$ cat config.mk
export PLATFORM = sky130hd
export DESIGN_NAME = jrtb_cfg
export DESIGN_NICKNAME = d
export VERILOG_FILES = /design/src/rtl/core/jrtb_pkg.sv /design/src/rtl/core/jrtb_cfg.sv
export SDC_FILE = /design/constraint.sdc
export NUM_CORES = 1
export LEC_CHECK = 0
export ABC_AREA = 1
export BUFFER_PORTS_ARGS = -buffer_cell sky130_fd_sc_hd__buf_2
export CAP_MARGIN = 20
export CORE_ASPECT_RATIO = 0.6
export CORE_UTILIZATION = 45
export DETAILED_ROUTE_END_ITERATION = 12
export PLACE_DENSITY = 0.79
export SLEW_MARGIN = 20
export SYNTH_ARGS = -nofsm -noshare
export SYNTH_HDL_FRONTEND = slang
export SYNTH_SLANG_ARGS = --single-unit
$ cat constraint.sdc
create_clock -name clk -period 3.8 [get_ports clk]
set_input_delay 0.76 -clock clk [delete_from_list [all_inputs] [get_ports clk]]
set_output_delay 0.76 -clock clk [all_outputs]
set_load 0.01 [all_outputs]
$ cat src/rtl/core/jrtb_pkg.sv
package jrtb_pkg;

	// Default sizing.
	localparam int NUM_CHANNELS_DEF = 256;
	localparam int TIME_BITS_DEF    = 32;

	// Field widths.
	localparam int RATE_W  = 16;
	localparam int TOK_W   = 15;
	localparam int QUO_W   = TOK_W;
	localparam int DIV_CNT_W = $clog2(QUO_W);
	localparam int CFG_W   = 32;
	localparam int PADDR_W = 4;
	localparam int REG_IDX_W = 2;

	// Command codes.
	localparam logic [1:0] CMD_JOIN  = 2'd0;
	localparam logic [1:0] CMD_SET   = 2'd1;
	localparam logic [1:0] CMD_CLEAR = 2'd2;

	// Register indexes.
	localparam logic [REG_IDX_W-1:0] REG_DEFAULT_RATE   = 2'd0;
	localparam logic [REG_IDX_W-1:0] REG_DEFAULT_WINDOW = 2'd1;
	localparam logic [REG_IDX_W-1:0] REG_WARN_HOLDOFF   = 2'd2;

	// Register reset values.
	localparam logic signed [RATE_W-1:0] DEFAULT_RATE_RST   = 16'sd5;
	localparam logic signed [RATE_W-1:0] DEFAULT_WINDOW_RST = 16'sd5;
	localparam logic [RATE_W-1:0]        WARN_HOLDOFF_RST   = 16'd30;

	// Configuration values seen by the datapath.
	typedef struct packed {
		logic signed [RATE_W-1:0] default_rate;
		logic signed [RATE_W-1:0] default_window;
		logic [RATE_W-1:0]        warn_holdoff;
	} cfg_t;

	// Commands from the controller to the datapath.
	typedef struct packed {
		logic clr_step;
		logic load_in;
		logic rd;
		logic eval;
		logic calc;
		logic div_step;
		logic commit;
	} ctl_t;

	// Status from the datapath to the controller.
	typedef struct packed {
		logic clr_last;
		logic no_div;
	} sts_t;

endpackage

$ cat src/rtl/core/jrtb_cfg.sv
module jrtb_cfg (
	input  logic                              clk,
	input  logic                              arst_n,
	input  logic                              psel,
	input  logic                              penable,
	input  logic                              pwrite,
	input  logic [jrtb_pkg::PADDR_W-1:0]      paddr,
	input  logic [jrtb_pkg::CFG_W-1:0]        pwdata,
	output logic [jrtb_pkg::CFG_W-1:0]        prdata,
	output logic                              pready,
	output jrtb_pkg::cfg_t                    cfg
);

	logic signed [jrtb_pkg::RATE_W-1:0] default_rate_q;
	logic signed [jrtb_pkg::RATE_W-1:0] default_window_q;
	logic [jrtb_pkg::RATE_W-1:0]        warn_holdoff_q;
	logic [jrtb_pkg::REG_IDX_W-1:0]     reg_idx;
	logic                               wr_en;

	assign reg_idx = paddr[jrtb_pkg::PADDR_W-1:2];
	assign wr_en   = psel && penable && pwrite;
	assign pready  = 1'b1;

	// Register writes complete in the access cycle.
	always_ff @(posedge clk or negedge arst_n) begin
		if (!arst_n) begin
			default_rate_q   <= jrtb_pkg::DEFAULT_RATE_RST;
			default_window_q <= jrtb_pkg::DEFAULT_WINDOW_RST;
			warn_holdoff_q   <= jrtb_pkg::WARN_HOLDOFF_RST;
		end else if (wr_en) begin
			unique case (reg_idx)
				jrtb_pkg::REG_DEFAULT_RATE: begin
					default_rate_q <= pwdata[jrtb_pkg::RATE_W-1:0];
				end
				jrtb_pkg::REG_DEFAULT_WINDOW: begin
					default_window_q <= pwdata[jrtb_pkg::RATE_W-1:0];
				end
				jrtb_pkg::REG_WARN_HOLDOFF: begin
					warn_holdoff_q <= pwdata[jrtb_pkg::RATE_W-1:0];
				end
				default: begin
				end
			endcase
		end
	end

	// Read data; signed registers come back sign extended.
	always_comb begin
		unique case (reg_idx)
			jrtb_pkg::REG_DEFAULT_RATE:   prdata = jrtb_pkg::CFG_W'(default_rate_q);
			jrtb_pkg::REG_DEFAULT_WINDOW: prdata = jrtb_pkg::CFG_W'(default_window_q);
			jrtb_pkg::REG_WARN_HOLDOFF:   prdata = jrtb_pkg::CFG_W'(warn_holdoff_q);
			default:                      prdata = '0;
		endcase
	end

	assign cfg.default_rate   = default_rate_q;
	assign cfg.default_window = default_window_q;
	assign cfg.warn_holdoff   = warn_holdoff_q;

endmodule

==> results by group <==
Routing
  • WL/cell: 13.68 um
  • ANT nets after route: 0
  • # DRC: 0
  • Vias: 2187
  • Total Wirelength: 6197 um
  • First-pass iteration count of the detailed router: 6
  • Vias per cell: 4.828
  • Initial drt markers: 111

Setup path
  • CP endpoint kind: output port
  • Crit. Startpoint: paddr[3]
  • Required @ worst endpoint: 3.04 ns
  • Launch point of the worst reg-to-reg path: warn_holdoff_q[2]
  • Reg2reg path depth: 2
  • FF-to-FF End: warn_holdoff_q[2]
  • Arr. time, crit path: 1.94 ns
  • Max FO, Critical Path: 17
  • Critical Path Start Type: input pin
  • Flop-to-flop setup slack: 3.07 ns
  • Path type of the worst setup path: in -> out

Synth
  • Synth Cell Area: 0.002406 sq mm
  • Post-Synth Simple-Gate Area: 0.4004
  • Post-synthesis mux area share: 0
  • Post-synth top flop: dfrtp_1
  • Seq cells post-synth: 48
  • Synth area leaders: dfrtp_1 42%, nand2_1 29%, dfstp_2 8.7%
  • Syn Nets: 342
  • Post-synthesis sequential area ratio: 0.5034
  • Avg Cell Area, Syn: 7.994 sq um
  • Mapped Cells: 301
  • Most frequent cell after synthesis: nand2_1
  • Commonest cells post-synth: 184 x nand2_1, 40 x dfrtp_1, 20 x buf_4, 16 x nand3_1, 13 x nand2_2
  • EDFF count, synth: 0
  • Ys async rst share: 1.000
  • Synthesis Warnings: 0
  • Count of cell types in the netlist: 17
  • Synth area leader: dfrtp_1
  • Largest family of logic cells by synthesized area: simple AND/OR/NAND/NOR gates
  • Post-Synth XOR/XNOR Area: 0
  • Post-synth top area share: 0.4160
  • Synth Area in Compound Gates: 0
  • Synth Area in Adders: 0

Placement
  • Port bufs: 102
  • Cell Area, Placed: 0.002798 sq mm
  • HPWL Detailed: 4236 um
  • GPL Wtd Cong: 0.7607

Global route
  • Initial antenna violation count: 0
  • Overall global routing resource usage: 0.2304
  • Busiest grt layer: met1
  • Number of global-route vias before repair: 1895
  • Pin count of the biggest net entering global routing: 49
  • Global-route wire length before repair: 9549 um
  • Met3 Usage GRT: 0.06202
  • GR Overflow Total: 0
  • Met2 usage: 0.3323
  • Met1 GRT Util: 0.3454

STA
  • RSZ-0062 raised after global routing: false
  • Worst rel slew slack: 0.5946
  • Layout Skew: 0 ns
  • Final hold slack: 0.4541 ns
  • Fmax: 370.0 MHz
  • Fin. Hold Viols: 0
  • Final setup fails: 0
  • Crit share post-route: 0.7112
  • Final Critical Period: 2.703 ns
  • Worst Max-Slew Pin Slew: 0.6082 ns
  • Max-slew violation count: 0
  • Setup_tns: 0 ns

Clock network
  • Worst-skew pair later-pin latency: 0.30 ns
  • Clock Sinks: 48
  • Post_cts resized: 0
  • CTS Buf Count: 5
  • Hold_buf cts: 0
  • Clock transition at path regs: 0.08 ns
  • CTS tree: built
  • # H-tree levels: 2
  • Post-CTS setup buffer count: 0
  • CTS root buffer: clkbuf_8
  • Clock Path Buffers: 2

Floorplan
  • Full die area: 0.005653 sq mm
  • Die W: 96.40 um
  • I/O pins: 122
  • Core Footprint: 0.005105 sq mm
  • Starting density of the core: 0.4713
  • Die height: 58.64 um
  • FP Rows: 20

Pwr
  • Combinational power share: 0.286
  • Total net switching power: 496.5 uW
  • Net Sw Frac: 0.3437
  • Internal: 948.2 uW
  • Sequential power share: 0.498
  • Peak VDD IR: 0.2387 mV
  • Leakage: 1.750 nW
  • Clock share of power: 0.216
  • PD cells: 499.9 mW/mm^2

Cells and area
  • Share of layout cells above drive strength 1: 0.3669
  • NumNets Final: 427
  • Diode count: 0
  • Post-route cell area: 0.002890 sq mm
  • Layout area overhead: 20.12%

Run status
  • Status: finished clean

Worst hold path
  • Hold WC Path Type: in -> async

Job
  • Max Cap Viol: 0
-- cells by family after synthesis --
logic type	Yosys count
AND/OR/NAND/NOR	222
other	1
flip-flops	48
buffers and inverters	30
-- critical path, cell delays in order --
cell and delay [ns]:
buf_2 0.12, inv_1 0.08, nand2_2 0.08, inv_2 0.30
nand2_1 0.12, nand2_1 0.27, buf_2 0.20
-- state kept, by name, indices dropped and copies added (netlist names) --
register and count:
default_rate_q 16, default_window_q 16, warn_holdoff_q 16
-- cells in the final DEF (no fill, tap or decap), types with 3 or more instances in the layout --
cell type	instances
nand3_1	16
nand2_2	13
dfstp_2	8
nor2_4	3
nand2_1	184
clkbuf_8	6
dfrtp_1	40
inv_2	3
nand2_4	3
buf_2	101
-- routing by layer --
layer	share of wire	wire length [um]
met1	0.45	2785
met2	0.45	2789
met3	0.096	592
met4	0.0048	30
met5	0	0
-- worst max-delay path by stage --
stage               cells after the start          to
floorplan                               4  prdata[17]
global route                            7  prdata[16]
finish                                  7  prdata[16]
detailed placement                      7  prdata[16]
CTS                                     7  prdata[16]
global placement                        7  prdata[16]
-- per-stage QoR --
| step | setup WS, ns | instances | total power [mW] | utilization |
|---|---|---|---|---|
| 2_1_floorplan | 1.371 | 301 | 0.9563 | - |
| 3_3_place_gp | 1.117 | 445 | 1.134 | 0.5480 |
| 3_5_place_dp | 1.075 | 445 | 1.145 | 0.5480 |
| 4_1_cts | 1.066 | 453 | 1.455 | 0.5657 |
| 5_1_grt | 0.8499 | 453 | 1.543 | 0.5662 |
| 6_report | 1.097 | 453 | 1.445 | 0.5662 |
-- layout make-up --
type                       count  area (sq um)
clock buffer                   8         90.09
fill                         499          2215
sequential                    48          1211
multi-input combinational    223         967.2
inverter                       5         18.77
timing repair buffer         103         520.5
tap                           66         82.58
-- power by group through the flow --
| stage | Sequential (mW) | Combinational (mW) | Clock [mW] |
|---|---|---|---|
| detailed placement | 0.726 | 0.418 | 0 |
| floorplan | 0.764 | 0.192 | 0 |
| finish | 0.719 | 0.413 | 0.313 |
| CTS | 0.718 | 0.419 | 0.318 |
| global placement | 0.723 | 0.411 | 0 |
| global route | 0.734 | 0.470 | 0.339 |
(Power assumes the default switching activity.)
