===== src/rtl/core/jrtb_pkg.sv =====
package jrtb_pkg;

	// Default sizing.
	localparam int NUM_CHANNELS_DEF = 256;
	localparam int TIME_BITS_DEF    = 32;

	// Field widths.
	localparam int RATE_W  = 16;
	localparam int TOK_W   = 15;
	localparam int QUO_W   = TOK_W;
	localparam int DIV_CNT_W = $clog2(QUO_W);
	localparam int CFG_W   = 32;
	localparam int PADDR_W = 4;
	localparam int REG_IDX_W = 2;

	// Command codes.
	localparam logic [1:0] CMD_JOIN  = 2'd0;
	localparam logic [1:0] CMD_SET   = 2'd1;
	localparam logic [1:0] CMD_CLEAR = 2'd2;

	// Register indexes.
	localparam logic [REG_IDX_W-1:0] REG_DEFAULT_RATE   = 2'd0;
	localparam logic [REG_IDX_W-1:0] REG_DEFAULT_WINDOW = 2'd1;
	localparam logic [REG_IDX_W-1:0] REG_WARN_HOLDOFF   = 2'd2;

	// Register reset values.
	localparam logic signed [RATE_W-1:0] DEFAULT_RATE_RST   = 16'sd5;
	localparam logic signed [RATE_W-1:0] DEFAULT_WINDOW_RST = 16'sd5;
	localparam logic [RATE_W-1:0]        WARN_HOLDOFF_RST   = 16'd30;

	// Configuration values seen by the datapath.
	typedef struct packed {
		logic signed [RATE_W-1:0] default_rate;
		logic signed [RATE_W-1:0] default_window;
		logic [RATE_W-1:0]        warn_holdoff;
	} cfg_t;

	// Commands from the controller to the datapath.
	typedef struct packed {
		logic clr_step;
		logic load_in;
		logic rd;
		logic eval;
		logic calc;
		logic div_step;
		logic commit;
	} ctl_t;

	// Status from the datapath to the controller.
	typedef struct packed {
		logic clr_last;
		logic no_div;
	} sts_t;

endpackage


===== src/rtl/core/jrtb_ctrl.sv =====
module jrtb_ctrl (
	input  logic             clk,
	input  logic             arst_n,
	input  logic             in_valid,
	output logic             in_ready,
	output logic             out_valid,
	input  logic             out_ready,
	input  jrtb_pkg::sts_t   sts,
	output jrtb_pkg::ctl_t   ctl
);

	typedef enum logic [2:0] {
		ST_CLEAR,
		ST_IDLE,
		ST_READ,
		ST_EVAL,
		ST_CALC,
		ST_DIV,
		ST_COMMIT
	} state_t;

	state_t                          state_q;
	logic [jrtb_pkg::DIV_CNT_W-1:0]  cnt_q;
	logic                            out_valid_q;
	logic                            slot_free;

	// The output register can take a new word when empty or being drained.
	assign slot_free = !out_valid_q || out_ready;
	assign in_ready  = (state_q == ST_IDLE);
	assign out_valid = out_valid_q;

	// Datapath commands follow the current state.
	always_comb begin
		ctl = '0;
		unique case (state_q)
			ST_CLEAR:  ctl.clr_step = 1'b1;
			ST_IDLE:   ctl.load_in  = in_valid;
			ST_READ:   ctl.rd       = 1'b1;
			ST_EVAL:   ctl.eval     = 1'b1;
			ST_CALC:   ctl.calc     = 1'b1;
			ST_DIV:    ctl.div_step = 1'b1;
			ST_COMMIT: ctl.commit   = slot_free;
			default: begin
			end
		endcase
	end

	// State, divider step count and output valid.
	always_ff @(posedge clk or negedge arst_n) begin
		if (!arst_n) begin
			state_q     <= ST_CLEAR;
			cnt_q       <= '0;
			out_valid_q <= 1'b0;
		end else begin
			// The output register fills at commit and empties when its word is taken.
			if (state_q == ST_COMMIT && slot_free) begin
				out_valid_q <= 1'b1;
			end else if (out_ready) begin
				out_valid_q <= 1'b0;
			end
			unique case (state_q)
				ST_CLEAR: begin
					if (sts.clr_last) begin
						state_q <= ST_IDLE;
					end
				end
				ST_IDLE: begin
					if (in_valid) begin
						state_q <= ST_READ;
					end
				end
				ST_READ: begin
					state_q <= ST_EVAL;
				end
				ST_EVAL: begin
					state_q <= ST_CALC;
				end
				ST_CALC: begin
					if (sts.no_div) begin
						state_q <= ST_COMMIT;
					end else begin
						state_q <= ST_DIV;
						cnt_q   <= jrtb_pkg::DIV_CNT_W'(jrtb_pkg::QUO_W - 1);
					end
				end
				ST_DIV: begin
					if (cnt_q == '0) begin
						state_q <= ST_COMMIT;
					end else begin
						cnt_q <= cnt_q - 1'b1;
					end
				end
				ST_COMMIT: begin
					if (slot_free) begin
						state_q <= ST_IDLE;
					end
				end
				default: begin
					state_q <= ST_IDLE;
				end
			endcase
		end
	end

endmodule


===== config.mk =====
export PLATFORM = sky130hd
export DESIGN_NAME = jrtb_ctrl
export DESIGN_NICKNAME = d
export VERILOG_FILES = /design/src/rtl/core/jrtb_pkg.sv /design/src/rtl/core/jrtb_ctrl.sv
export SDC_FILE = /design/constraint.sdc
export NUM_CORES = 1
export LEC_CHECK = 0
export BUFFER_PORTS_ARGS = -buffer_cell sky130_fd_sc_hd__buf_2
export CAP_MARGIN = 20
export CORE_AREA = 2 2 39 41
export DETAILED_ROUTE_END_ITERATION = 10
export DIE_AREA = 0 0 41 43
export GPL_TIMING_DRIVEN = 0
export PLACE_DENSITY = 0.6
export SYNTH_ARGS = -nofsm -noshare
export SYNTH_HDL_FRONTEND = slang
export SYNTH_SLANG_ARGS = --single-unit

===== constraint.sdc =====
create_clock -name clk -period 3.85 [get_ports clk]
set_input_delay 0 -clock clk [delete_from_list [all_inputs] [get_ports clk]]
set_output_delay 0 -clock clk [all_outputs]
set_load 0.05 [all_outputs]

==> summary.md <==
| Metric | Value |
|---|---|
| Status | finished, final reports clean |
| Total clock sinks | 8 |
| Worst slew pin tran | 247 ps |
| Tcrit/Tclk final | 40.9% |
| Core Rows | 14 |
| Worst Setup End Kind | flip-flop |
| Req. time, crit path | 3990 ps |
| Area grow syn2layout | 24.6% |
| Commonest cells after routing, fill and taps aside | buf_2 (17), dfrtp_1 (8), o21ai_0 (5) |
| Post-route DRC | 0 |
| WL per Instance | 10.9 µm |
| Final min period | 1580 ps |
| First-pass detailed-route iteration total | 4 |
| Cell leakage power | 0.000315 µW |
| Met3 WL | 45 µm |
| PostCTS Resize Cnt | 0 |
| IO buf count | 14 |
| Relative slew slack | 83.0% |
| Die Footprint | 0.00176 mm² |
| IO Count | 15 |
| Cells after synthesis | 54 |
| M1 WL | 435 µm |
| First-pass GRT wire length | 1.47 mm |
| Core Util, Final | 44.9% |
| Non-Filler Instances | 88 |
| Met2 wire len | 474 µm |
| Post-CTS Repair Setup Buffers | 0 |
| Cell Pwr Density | 889 mW/mm² |
| CTS tree | yes |
| Worst hold-check path type | input pin to async pin |
| Vias per inst | 5.07 |
| Total number of vias | 446 |
| Root Buffer | clkbuf_4 |
| Cell Area, Synth | 499 µm² |
| Routed Antenna Nets | 0 |
| RD Place Congestion | 0.604 |
| Worst vdd ir | 0.304 mV |
| Final setup viols | 0 |
| GRT Total Usage | 12.7% |
| Final Hold Viols | 0 |
| Setup ws final | 2270 ps |
| Crit Path Category | flip-flop to flip-flop |
| CP startpoint kind | flip-flop |
| 1st-iter DRT viols | 2 |
| CORE AREA | 0.00138 mm² |
| DIE HEIGHT | 43 µm |
| Worst EP arrival | 1720 ps |
| Dpl cells | 84 |
| Top sig layer | met3 |
| Setup WS pre-CTS | 2280 ps |
| Share of cells above drive strength 1 | 34.7% |
| Die Wd | 41 µm |
| Antenna Cells | 0 |
| Total CTS buffers | 3 |
| Clk_skew | 5.51 ps |
| WHS | 112 ps |
| Setup TNS Final | 0 ps |
| Synth Warn # | 0 |
| Post-DP HPWL | 717 µm |
| Later-pin clock latency in the skew report | 250 ps |
| Largest net degree at the start of global routing | 11 |
| DRT Wirelength | 955 µm |
| Max-Cap Viols | 0 |
| CTS clk-pin slew, worst paths | 50 ps |
| Post-synth cell types | 25 |
| Syn avg cell area | 9.24 µm² |
| Post-synthesis sequential element count | 8 |
| Clk buf depth | 2 |
| Initial Util | 36.1% |
| Seq/Total Area, Yosys | 40.1% |
| Antenna violations before repair | 0 |
| Max Clk Rate | 635 MHz |
| Global route overflow | 0 |
| Reg2Reg Setup Slack | 2270 ps |
| Mapped Nets | 61 |
| Critical path fanouts, max | 4 |
| RSZ-0062 raised after global routing | no |
| Number of nets in the layout | 81 |
| H-tree levels | 1 |
| Commonest non-fill, non-tap cell in the layout | buf_2 |
| Hold_buf cts | 1 |
| Fillers | 150 |
| Max Transition Viols Final | 0 |
| Vias in the first global route | 355 |
routing by layer:
metal | global-route usage, % | vias to the layer above
met2 | 18.4 | 8
met4 | 4.00 | 0
met1 | 15.0 | 210
met5 | 0 | -
met3 | 7.85 | 0
li1 | - | 228
critical path, stage by stage, from the launching register on:
cell and delay [ps]:
dfrtp_1 400, inv_1 70, ha_1 160, or3b_4 410
a22oi_4 220, nand2b_1 140, o21ai_2 50
kinds of logic (layout without fill, tap and decap cells):
kind of cell | after synthesis | count (layout) | share of synthesized area, %
compound gates | 14 | 14 | 19.8
xor+xnor | 1 | 1 | 1.75
fa+ha+maj | 1 | 1 | 2.51
buf+inv | 6 | 24 | 6.02
flops | 8 | 8 | 40.1
mux | 1 | 1 | 2.01
simple gates | 23 | 23 | 27.8
per-stage QoR:
| stage | area (µm²) | total power (µW) |
|---|---|---|
| 2_1_floorplan | 499 | 426 |
| 6_report | 622 | 553 |
| 4_1_cts | 622 | 563 |
| 5_1_grt | 622 | 599 |
| 3_5_place_dp | 589 | 493 |
| 3_3_place_gp | 589 | 489 |
cell usage after synthesis (all sizes together):
| library cell | number | area (µm²) |
|---|---|---|
| and3 | 1 | 6.26 |
| nor3 | 2 | 10.0 |
| nand3b | 1 | 7.51 |
| buf | 4 | 22.5 |
| xor2 | 1 | 8.76 |
| ha | 1 | 12.5 |
| o21ai | 7 | 42.5 |
| nand3 | 2 | 10.0 |
| a31oi | 2 | 12.5 |
| a22oi | 1 | 21.3 |
| nor2b | 1 | 6.26 |
| and3b | 2 | 17.5 |
| nand2b | 3 | 18.8 |
| mux2i | 1 | 10.0 |
| a21oi | 3 | 15.0 |
| inv | 2 | 7.51 |
| or3b | 1 | 11.3 |
| nand2 | 4 | 15.0 |
| nor3b | 3 | 22.5 |
| a21o | 1 | 7.51 |
| dfrtp | 8 | 200 |
| and2 | 1 | 6.26 |
| nor2 | 2 | 7.51 |
registers in the layout, summed over array words and instances, names as in the netlist:
name and flops:
cnt_q 4, out_valid 1, state_q 3
power breakdown:
group          internal [µW]  total (µW)  switching [µW]
clock                   35.6        63.7            28.1
combinational            111         352             241
sequential               119         137            18.2
final timing paths:
path	startpoint	end	cells past startpoint
worst max-delay path	cnt_q[0]	state_q[0]	6
worst min-delay path	arst_n	cnt_q[0]	2
worst max register to register	cnt_q[0]	state_q[0]	6
worst min register to register	cnt_q[0]	cnt_q[0]	1
max in group asynchronous	arst_n	state_q[1]	2
min in group clk	out_ready	out_valid	3
final cells by class:
cell class	instances	area, µm²	area share, %
inverter	2	7.51	1.21
timing repair buffer	15	80.1	12.9
buffer	4	22.5	3.62
tap	16	20.0	3.22
clock buffer	3	22.5	3.62
multi-input combinational	40	269	43.3
sequential	8	200	32.2
No activity file was read; power rests on OpenSTA's default activity.
